--- config.mk ---
export PLATFORM = sky130hd
export DESIGN_NAME = token_bucket_with_burst_limit_flat
export DESIGN_NICKNAME = d
export VERILOG_FILES = /design/src/sv/tbwl_pkg.sv /design/src/sv/tbwl_if.sv /design/src/sv/token_bucket_with_burst_limit.sv /design/src/sv/tbwl_bucket.sv /design/src/sv/tbwl_window.sv /design/src/flat_wrapper.sv
export SDC_FILE = /design/constraint.sdc
export NUM_CORES = 1
export LEC_CHECK = 0
export ABC_AREA = 0
export BUFFER_PORTS_ARGS = -buffer_cell sky130_fd_sc_hd__buf_2
export CAP_MARGIN = 20
export CORE_MARGIN = 3
export CORE_UTILIZATION = 57
export CTS_BUF_LIST = sky130_fd_sc_hd__clkbuf_4 sky130_fd_sc_hd__clkbuf_8 sky130_fd_sc_hd__clkbuf_16
export CTS_CLUSTER_SIZE = 14
export DETAILED_ROUTE_END_ITERATION = 8
export PLACE_DENSITY = 0.85
export SYNTH_ARGS = -nofsm -noshare
export SYNTH_HDL_FRONTEND = slang
export SYNTH_SLANG_ARGS = --single-unit
--- constraint.sdc ---
create_clock -name clk -period 8.75 [get_ports clk]
set_input_delay 0 -clock clk [delete_from_list [all_inputs] [get_ports clk]]
set_output_delay 0 -clock clk [all_outputs]
set_load 0.03 [all_outputs]
--- src/sv/tbwl_pkg.sv ---
// Package: shared types and constants of the token bucket rate limiter.
package tbwl_pkg;

  localparam int RPM_W   = 13;
  localparam int OPS_W   = 8;
  localparam int FRAC_W  = 16;
  localparam int ELAP_W  = 10;
  localparam int CFG_IDX_W  = 2;
  localparam int CFG_DATA_W = 13;

  localparam logic [FRAC_W-1:0] UNITS_PER_TOKEN = 16'd60000;
  localparam logic [ELAP_W-1:0] WINDOW_MS       = 10'd1000;
  localparam logic [OPS_W-1:0]  COUNT_MAX       = 8'd255;

  localparam logic [RPM_W-1:0] RPM_RESET = 13'd1200;
  localparam logic [OPS_W-1:0] OPS_RESET = 8'd10;

  localparam logic [CFG_IDX_W-1:0] CFG_RPM = 2'd0;
  localparam logic [CFG_IDX_W-1:0] CFG_OPS = 2'd1;

  localparam logic ACT_TICK    = 1'b0;
  localparam logic ACT_REQUEST = 1'b1;

  typedef struct packed {
    logic action;
    logic is_order;
  } item_t;

  // Per-transaction control into the state modules
  typedef struct packed {
    logic  step;     // item in the input stage is being processed
    item_t item;
    logic  grant;    // final grant decision
  } step_ctl_t;

  typedef struct packed {
    logic              granted;
    logic [RPM_W-1:0]  whole_tokens;
    logic [OPS_W-1:0]  orders_in_window;
  } result_t;

endpackage

--- src/sv/tbwl_if.sv ---
// Interfaces: request channel and result channel of the rate limiter.
interface tbwl_item_if;
  logic valid;
  logic ready;
  logic action;
  logic is_order;
  modport source (output valid, output action, output is_order, input ready);
  modport sink   (input valid, input action, input is_order, output ready);
endinterface

interface tbwl_result_if import tbwl_pkg::*; ();
  logic             valid;
  logic             ready;
  logic             granted;
  logic [RPM_W-1:0] whole_tokens;
  logic [OPS_W-1:0] orders_in_window;
  modport source (output valid, output granted, output whole_tokens,
                  output orders_in_window, input ready);
  modport sink   (input valid, input granted, input whole_tokens,
                  input orders_in_window, output ready);
endinterface

--- src/sv/token_bucket_with_burst_limit.sv ---
// Top level: token bucket rate limiter with per-window order burst limit.
//
//   channel  dir  handshake     payload
//   item     in   valid/ready   action, is_order
//   result   out  valid/ready   granted, whole_tokens, orders_in_window
//   cfg      in   cfg_we        cfg_index, cfg_data (no ready, no read-back)
//
// One transaction per cycle sustained while the result port is ready; an
// accepted item is held in the input register, then its result in the result
// register. All state updates for an item happen in the single cycle it
// leaves the input register. rst is synchronous, active high; it restores
// the register defaults, a full bucket and an empty window. A stalled result
// register back-pressures the input register, which then back-pressures the
// item port.
module token_bucket_with_burst_limit import tbwl_pkg::*; (
  input  logic                  clk,
  input  logic                  rst,
  input  logic                  cfg_we,
  input  logic [CFG_IDX_W-1:0]  cfg_index,
  input  logic [CFG_DATA_W-1:0] cfg_data,
  tbwl_item_if.sink             item,
  tbwl_result_if.source         result
);

  // Configuration registers
  logic [RPM_W-1:0] requests_per_minute;
  logic [OPS_W-1:0] orders_per_second;

  always_ff @(posedge clk) begin
    if (rst) begin
      requests_per_minute <= RPM_RESET;
      orders_per_second   <= OPS_RESET;
    end else if (cfg_we) begin
      case (cfg_index)
        CFG_RPM: requests_per_minute <= cfg_data[RPM_W-1:0];
        CFG_OPS: orders_per_second   <= cfg_data[OPS_W-1:0];
        default: ;
      endcase
    end
  end

  // Input register
  logic  in_valid;
  item_t in_item;
  // Result register
  logic    out_valid;
  result_t out_data;

  logic advance;   // result register can take a new value this cycle
  assign advance    = !out_valid || result.ready;
  assign item.ready = !in_valid || advance;

  always_ff @(posedge clk) begin
    if (rst)
      in_valid <= 1'b0;
    else if (item.ready)
      in_valid <= item.valid;
  end

  always_ff @(posedge clk) begin
    if (item.valid && item.ready) begin
      in_item.action   <= item.action;
      in_item.is_order <= item.is_order;
    end
  end

  // Decision for the item in the input register
  step_ctl_t        ctl;
  logic             token_ok;
  logic             burst_ok;
  logic [RPM_W-1:0] whole_tokens_next;
  logic [OPS_W-1:0] count_next;

  always_comb begin
    ctl.step  = in_valid && advance;
    ctl.item  = in_item;
    // Ticks are never granted; a request needs a whole token and burst room
    ctl.grant = (in_item.action == ACT_REQUEST) && token_ok && burst_ok;
  end

  tbwl_bucket u_bucket (
    .clk                 (clk),
    .rst                 (rst),
    .requests_per_minute (requests_per_minute),
    .ctl                 (ctl),
    .token_ok            (token_ok),
    .whole_tokens_next   (whole_tokens_next)
  );

  tbwl_window u_window (
    .clk               (clk),
    .rst               (rst),
    .orders_per_second (orders_per_second),
    .ctl               (ctl),
    .burst_ok          (burst_ok),
    .count_next        (count_next)
  );

  always_ff @(posedge clk) begin
    if (rst)
      out_valid <= 1'b0;
    else if (advance)
      out_valid <= in_valid;
  end

  always_ff @(posedge clk) begin
    if (ctl.step) begin
      out_data.granted          <= ctl.grant;
      out_data.whole_tokens     <= whole_tokens_next;
      out_data.orders_in_window <= count_next;
    end
  end

  assign result.valid            = out_valid;
  assign result.granted          = out_data.granted;
  assign result.whole_tokens     = out_data.whole_tokens;
  assign result.orders_in_window = out_data.orders_in_window;

endmodule

--- src/sv/tbwl_bucket.sv ---
// Token bucket and refill accumulator, kept as whole tokens plus a fraction.
module tbwl_bucket import tbwl_pkg::*; (
  input  logic             clk,
  input  logic             rst,
  input  logic [RPM_W-1:0] requests_per_minute,
  input  step_ctl_t        ctl,
  output logic             token_ok,
  output logic [RPM_W-1:0] whole_tokens_next
);

  logic [RPM_W-1:0]  bucket_tok, bucket_tok_next;
  logic [FRAC_W-1:0] bucket_frac, bucket_frac_next;
  logic [RPM_W-1:0]  acc_tok, acc_tok_next;
  logic [FRAC_W-1:0] acc_frac, acc_frac_next;

  logic [FRAC_W:0]   tick_f;
  logic [FRAC_W-1:0] tick_f2;
  logic              tick_c;
  logic [RPM_W:0]    tick_t;
  logic              tick_over;

  logic [FRAC_W:0]   sum_f;
  logic [FRAC_W-1:0] sum_f2;
  logic              sum_c;
  logic [RPM_W+1:0]  sum_t;
  logic              sum_over;
  logic              do_refill;
  logic [RPM_W-1:0]  ref_tok;
  logic [FRAC_W-1:0] ref_frac;

  // Tick: accumulator plus one millisecond of refill, clamped to capacity
  always_comb begin
    tick_f  = {1'b0, acc_frac} + {{(FRAC_W+1-RPM_W){1'b0}}, requests_per_minute};
    tick_c  = (tick_f >= {1'b0, UNITS_PER_TOKEN});
    tick_f2 = tick_c ? FRAC_W'(tick_f - {1'b0, UNITS_PER_TOKEN}) : tick_f[FRAC_W-1:0];
    tick_t  = {1'b0, acc_tok} + {{RPM_W{1'b0}}, tick_c};
    tick_over = (tick_t > {1'b0, requests_per_minute}) ||
                ((tick_t == {1'b0, requests_per_minute}) && (tick_f2 != '0));
  end

  // Request: move accumulator into bucket when worth a whole token
  always_comb begin
    sum_f  = {1'b0, bucket_frac} + {1'b0, acc_frac};
    sum_c  = (sum_f >= {1'b0, UNITS_PER_TOKEN});
    sum_f2 = sum_c ? FRAC_W'(sum_f - {1'b0, UNITS_PER_TOKEN}) : sum_f[FRAC_W-1:0];
    sum_t  = {2'b00, bucket_tok} + {2'b00, acc_tok} + {{(RPM_W+1){1'b0}}, sum_c};
    sum_over = (sum_t > {2'b00, requests_per_minute}) ||
               ((sum_t == {2'b00, requests_per_minute}) && (sum_f2 != '0));
    do_refill = (acc_tok != '0);
    if (!do_refill) begin
      ref_tok  = bucket_tok;
      ref_frac = bucket_frac;
    end else if (sum_over) begin
      ref_tok  = requests_per_minute;
      ref_frac = '0;
    end else begin
      ref_tok  = sum_t[RPM_W-1:0];
      ref_frac = sum_f2;
    end
    token_ok = (ref_tok != '0);
  end

  always_comb begin
    bucket_tok_next  = bucket_tok;
    bucket_frac_next = bucket_frac;
    acc_tok_next     = acc_tok;
    acc_frac_next    = acc_frac;
    if (ctl.item.action == ACT_TICK) begin
      if (tick_over) begin
        acc_tok_next  = requests_per_minute;
        acc_frac_next = '0;
      end else begin
        acc_tok_next  = tick_t[RPM_W-1:0];
        acc_frac_next = tick_f2;
      end
    end else begin
      bucket_frac_next = ref_frac;
      bucket_tok_next  = ctl.grant ? (ref_tok - 1'b1) : ref_tok;
      if (do_refill) begin
        acc_tok_next  = '0;
        acc_frac_next = '0;
      end
    end
    whole_tokens_next = bucket_tok_next;
  end

  always_ff @(posedge clk) begin
    if (rst) begin
      bucket_tok  <= RPM_RESET;
      bucket_frac <= '0;
      acc_tok     <= '0;
      acc_frac    <= '0;
    end else if (ctl.step) begin
      bucket_tok  <= bucket_tok_next;
      bucket_frac <= bucket_frac_next;
      acc_tok     <= acc_tok_next;
      acc_frac    <= acc_frac_next;
    end
  end

endmodule

--- src/sv/tbwl_window.sv ---
// Order burst window: elapsed-time counter and granted-order count.
module tbwl_window import tbwl_pkg::*; (
  input  logic             clk,
  input  logic             rst,
  input  logic [OPS_W-1:0] orders_per_second,
  input  step_ctl_t        ctl,
  output logic             burst_ok,
  output logic [OPS_W-1:0] count_next
);

  logic [ELAP_W-1:0] window_elapsed_ms, window_elapsed_ms_next;
  logic [OPS_W-1:0]  window_order_count;
  logic [OPS_W-1:0]  count_eff;
  logic              restart;

  always_comb begin
    restart   = (ctl.item.action == ACT_REQUEST) && ctl.item.is_order &&
                (window_elapsed_ms >= WINDOW_MS);
    count_eff = restart ? '0 : window_order_count;
    burst_ok  = !ctl.item.is_order || (count_eff < orders_per_second);

    window_elapsed_ms_next = window_elapsed_ms;
    count_next             = window_order_count;
    if (ctl.item.action == ACT_TICK) begin
      if (window_elapsed_ms < WINDOW_MS)
        window_elapsed_ms_next = window_elapsed_ms + 1'b1;
    end else begin
      if (restart)
        window_elapsed_ms_next = '0;
      count_next = count_eff;
      if (ctl.grant && ctl.item.is_order && (count_eff < COUNT_MAX))
        count_next = count_eff + 1'b1;
    end
  end

  always_ff @(posedge clk) begin
    if (rst) begin
      window_elapsed_ms  <= '0;
      window_order_count <= '0;
    end else if (ctl.step) begin
      window_elapsed_ms  <= window_elapsed_ms_next;
      window_order_count <= count_next;
    end
  end

endmodule
--- src/flat_wrapper.sv ---
// flat-port wrapper written by rule: the top's interface ports become plain ports
module token_bucket_with_burst_limit_flat import tbwl_pkg::*;
  (clk, rst, cfg_we, cfg_index, cfg_data, item_valid, item_action, item_is_order, item_ready, result_valid, result_granted, result_whole_tokens, result_orders_in_window, result_ready);
  tbwl_item_if item_i ();
  tbwl_result_if result_i ();
  input  logic clk;
  input  logic rst;
  input  logic cfg_we;
  input  logic [CFG_IDX_W-1:0] cfg_index;
  input  logic [CFG_DATA_W-1:0] cfg_data;
  input wire logic [$bits(item_i.valid)-1:0] item_valid;
  input wire logic [$bits(item_i.action)-1:0] item_action;
  input wire logic [$bits(item_i.is_order)-1:0] item_is_order;
  output wire logic [$bits(item_i.ready)-1:0] item_ready;
  output wire logic [$bits(result_i.valid)-1:0] result_valid;
  output wire logic [$bits(result_i.granted)-1:0] result_granted;
  output wire logic [$bits(result_i.whole_tokens)-1:0] result_whole_tokens;
  output wire logic [$bits(result_i.orders_in_window)-1:0] result_orders_in_window;
  input wire logic [$bits(result_i.ready)-1:0] result_ready;
  assign item_i.valid = item_valid;
  assign item_i.action = item_action;
  assign item_i.is_order = item_is_order;
  assign item_ready = item_i.ready;
  assign result_valid = result_i.valid;
  assign result_granted = result_i.granted;
  assign result_whole_tokens = result_i.whole_tokens;
  assign result_orders_in_window = result_i.orders_in_window;
  assign result_i.ready = result_ready;
  token_bucket_with_burst_limit u_core (.clk(clk), .rst(rst), .cfg_we(cfg_we), .cfg_index(cfg_index), .cfg_data(cfg_data), .item(item_i), .result(result_i));
endmodule
==> reports/qor.csv <==
stage,metric,value,unit
global_routing,grt_overflow_total,0,
global_routing,grt_pass1_wl,49.5,mm
placement,placed_area,10800,sq um
floorplanning,initial_core_util,58.3,%
clock_network,ctsLongestPathBuffers,2,
synthesis,yosys.area_share.adder,10.9,%
global_routing,grt-busiest-layer,met2,
global_routing,first_global_vias,9760,
synthesis,synth_flop_cell,sky130_fd_sc_hd__dfxtp_1,
min_path,hold_path_depth,5,
critical_path,cp-end-kind,flop,
finish,final_layout_size_suffix_gt1_share,16.4,%
synthesis,synth_nets,1367,
critical_path,critical_path.slowest_cell,sky130_fd_sc_hd__or4_4,
critical_path,timing.reg2reg.worst_path_depth,36,
clock_network,clkSinkCount,123,
routing,drt-wirelength-per-cell,19.5,um
clock_network,cts_tree,done,
finish,layout.cells.most_common_list,"sky130_fd_sc_hd__nand2_1, sky130_fd_sc_hd__nor2_1, sky130_fd_sc_hd__dfxtp_1",
floorplanning,fp.dieW,139,um
finish,final_common_cell,sky130_fd_sc_hd__nand2_1,
placement,numPortBuffers,45,
min_path,hp-start,cfg_index[0],
run,drv_cap,0,
placement,finalWeightedCongestion,1.11,
floorplanning,row_count,48,
clock_network,cts.clk_slew.worst_paths,0.06,ns
timing,final.period_utilization,99.0,%
finish,area_growth_syn_to_layout,18.6,%
synthesis,seq_area_frac_synth,26.7,%
critical_path,critical_path.reg2reg.endpoint,u_core.u_window.window_order_count[2],
synthesis,synth_top_area_share,19.6,%
synthesis,synth-async-reset-ratio,0,%
global_routing,grt_start_max_net_pins,59,
critical_path,cpPeakStageDelay,0.58,ns
min_path,min-delay-path-class,in -> reg,
routing,postRouteWirelength,31.3,mm
timing,final-max-slew-violation-count,0,
routing,postRouteAntennaNets,0,
synthesis,post_synth_inst_count,1259,
timing,setup_slack,0.0913,ns
floorplanning,num_io_pins,46,
power_and_ir_drop,leakage,4.96,nW
timing,final.setup.tns,0,ns
placement,dp_hpwl,22.6,mm
synthesis,netlist-cell-type-count,94,
timing,finalClockSkew,0.0180,ns
global_routing,track_usage,30.9,%
floorplanning,die_area,19400,sq um
critical_path,crit_type,reg -> reg,
critical_path,worstSetupStartpointType,flop,
timing,final_hold_viol_count,0,
critical_path,path_max_fanout,7,
clock_network,clock_latency,0.44,ns
global_routing,antenna_violations_before_repair,0,
finish,antenna-diode-count,0,
critical_path,timing.critical_path.required,9.07,ns
global_routing,met3_usage_grt,5.67,%
critical_path,r2r_setup_slack,0.09,ns
global_routing,groute.layer.met2.usage,49.5,%
synthesis,synth.area.mux_share,2.23,%
synthesis,yosysWarnings,0,
global_routing,gr-usage-met1,41.9,%
synthesis,synth_edf_count,24,
floorplanning,core-area,17400,sq um
power_and_ir_drop,peakVddDrop,136,uV
min_path,min_delay_worst_endpoint,u_core.requests_per_minute[12],
critical_path,cp_data_arrival_time,8.98,ns
critical_path,timing.rr.start,u_core.u_bucket.acc_frac[0],
timing,maxSlewHeadroom,30.2,%
status,run_status,completed,
finish,layout.core_utilization,69.1,%
routing,drt_iter0_drc,1275,
routing,drt_first_pass_iters,7,
finish,final_design_area_no_fill,12000,sq um
timing,timing.fmax,115,MHz
synthesis,synthXorXnorAreaFrac,5.44,%
synthesis,synth.ff_latch_count,123,
synthesis,mappedNetlistArea,10100,sq um
timing,final_layout_worst_hold_slack,0.0383,ns
floorplanning,vert_die_dim,139,um
synthesis,post-synth-top-area-cell,sky130_fd_sc_hd__dfxtp_1,
routing,route.detailed.vias_per_inst,6.56,
synthesis,syn_avg_cell_area,8.03,sq um
finish,fin_nets,1478,
synthesis,dominant_combinational_cell_family_by_area_after_synthesis,compound AO/OA/AOI/OAI gates,
clock_network,clock_tree.root_cell,sky130_fd_sc_hd__clkbuf_16,
timing,finalSetupViolCount,0,
routing,vias,10500,
synthesis,synth-compound-area-share,27.5,%
synthesis,synthTopCellsByArea,"sky130_fd_sc_hd__dfxtp_1, sky130_fd_sc_hd__ha_1, sky130_fd_sc_hd__edfxtp_1",
routing,drt_drc_violations_left,0,
clock_network,htree_num_levels,4,
power_and_ir_drop,power.density_cell_area,131,nW/um^2
critical_path,cp_common_cell,sky130_fd_sc_hd__fa_2,
placement,detailedPlace.worstSlack,-0.155,ns
timing,final.min_clock_period,8.66,ns
synthesis,simple_gate_share_of_the_synthesized_area,23.0,%
clock_network,clock_buffers_created_by_tritoncts,17,
timing,least_margin_pin_slew,1.05,ns
==> cell type report <==
type                    count  area (sq um)
repair buffers            142          1010
well taps                 225           282
flip-flops and latches    123          2710
inverters                  61           229
clock buffers              17           425
multi-input cells        1025          7210
fillers                  1326          5360
clock inverters            15           128
==> sequential cells by signal, summed over array words and instances (netlist names) <==
| name | count |
|---|---|
| u_core.u_bucket.acc_frac | 16 |
| u_core.u_bucket.bucket_frac | 16 |
| u_core.requests_per_minute | 13 |
| u_core.result.whole_tokens | 13 |
| u_core.u_bucket.acc_tok | 13 |
| u_core.u_bucket.bucket_tok | 13 |
| u_core.u_window.window_elapsed_ms | 10 |
| u_core.orders_per_second | 8 |
| u_core.result.orders_in_window | 8 |
| u_core.u_window.window_order_count | 8 |
| u_core.ctl | 2 |
| u_core.in_valid | 1 |
| u_core.result.granted | 1 |
| u_core.result.valid | 1 |
==> per-layer routing <==
metal	wire length, um	share of wire [%]
met1	13400	43
met2	14100	45
met3	2580	8.2
met4	1220	3.9
met5	0	0
==> timing repair <==
action                     CTS  global route
setup buffers                9            15
pin swaps                    7            25
hold buffers                18             2
hold endpoints to repair    27             2
setup endpoints to repair   24            43
gates resized for setup      5            39
==> stage by stage <==
stage	power (mW)	std cells
finish	1.57	1608
global route	1.62	1608
CTS	1.54	1590
detailed placement	0.868	1531
global placement	0.864	1531
floorplan	0.787	1259
==> Yosys cell counts (19+ instances only) <==
| cell type | count |
|---|---|
| sky130_fd_sc_hd__clkbuf_1 | 41 |
| sky130_fd_sc_hd__dfxtp_1 | 99 |
| sky130_fd_sc_hd__xnor2_1 | 40 |
| sky130_fd_sc_hd__nand2_1 | 118 |
| sky130_fd_sc_hd__o21ai_0 | 53 |
| sky130_fd_sc_hd__edfxtp_1 | 24 |
| sky130_fd_sc_hd__o211ai_1 | 19 |
| sky130_fd_sc_hd__nor2_1 | 117 |
| sky130_fd_sc_hd__a21o_1 | 26 |
| sky130_fd_sc_hd__xor2_1 | 21 |
| sky130_fd_sc_hd__nor3_1 | 33 |
| sky130_fd_sc_hd__inv_1 | 61 |
| sky130_fd_sc_hd__nand3_1 | 45 |
| sky130_fd_sc_hd__a21oi_1 | 87 |
| sky130_fd_sc_hd__ha_1 | 82 |
| sky130_fd_sc_hd__o21a_1 | 24 |
==> kinds of logic (layout without fill, tap and decap cells) <==
group / after synthesis / count (layout)
and+or+nand+nor: 460 / 460
AOI/OAI and AO/OA: 395 / 395
DFF: 123 / 123
buffers and inverters: 111 / 235
adders and majority gates: 86 / 86
xor gates and xnor gates: 62 / 62
muxes: 22 / 22
==> worst max path at each step <==
stage / start / endpoint
after CTS: u_core.u_bucket.acc_frac[0] / u_core.u_window.window_order_count[2]
after global placement: u_core.u_bucket.acc_frac[0] / u_core.u_window.window_order_count[2]
after global routing: u_core.u_bucket.acc_frac[0] / u_core.u_window.window_order_count[2]
final: u_core.u_bucket.acc_frac[0] / u_core.u_window.window_order_count[2]
after detailed placement: u_core.u_bucket.acc_frac[0] / u_core.u_window.window_order_count[2]
after floorplan: u_core.u_bucket.bucket_frac[0] / u_core.result.orders_in_window[3]
==> power breakdown <==
part           switching (mW)  leakage, nW  total, mW  internal, mW
Combinational           0.181         3.66      0.298         0.118
Clock                   0.297        0.268      0.669         0.372
Sequential             0.0141         1.03      0.607         0.593
Total                   0.492         4.96       1.57          1.08
==> worst max-delay path, delay by kind of cell (launching register included) <==
family | cells | cell delay [ns]
AND/OR/NAND/NOR | 10 | 1.87
multiplexers | 1 | 0.28
adder cells (fa/ha/maj) | 6 | 1.83
flip-flops | 1 | 0.36
XOR/XNOR | 1 | 0.12
buffers and inverters | 1 | 0.18
AO/OA/AOI/OAI | 17 | 3.93
(Power assumes the default switching activity.)
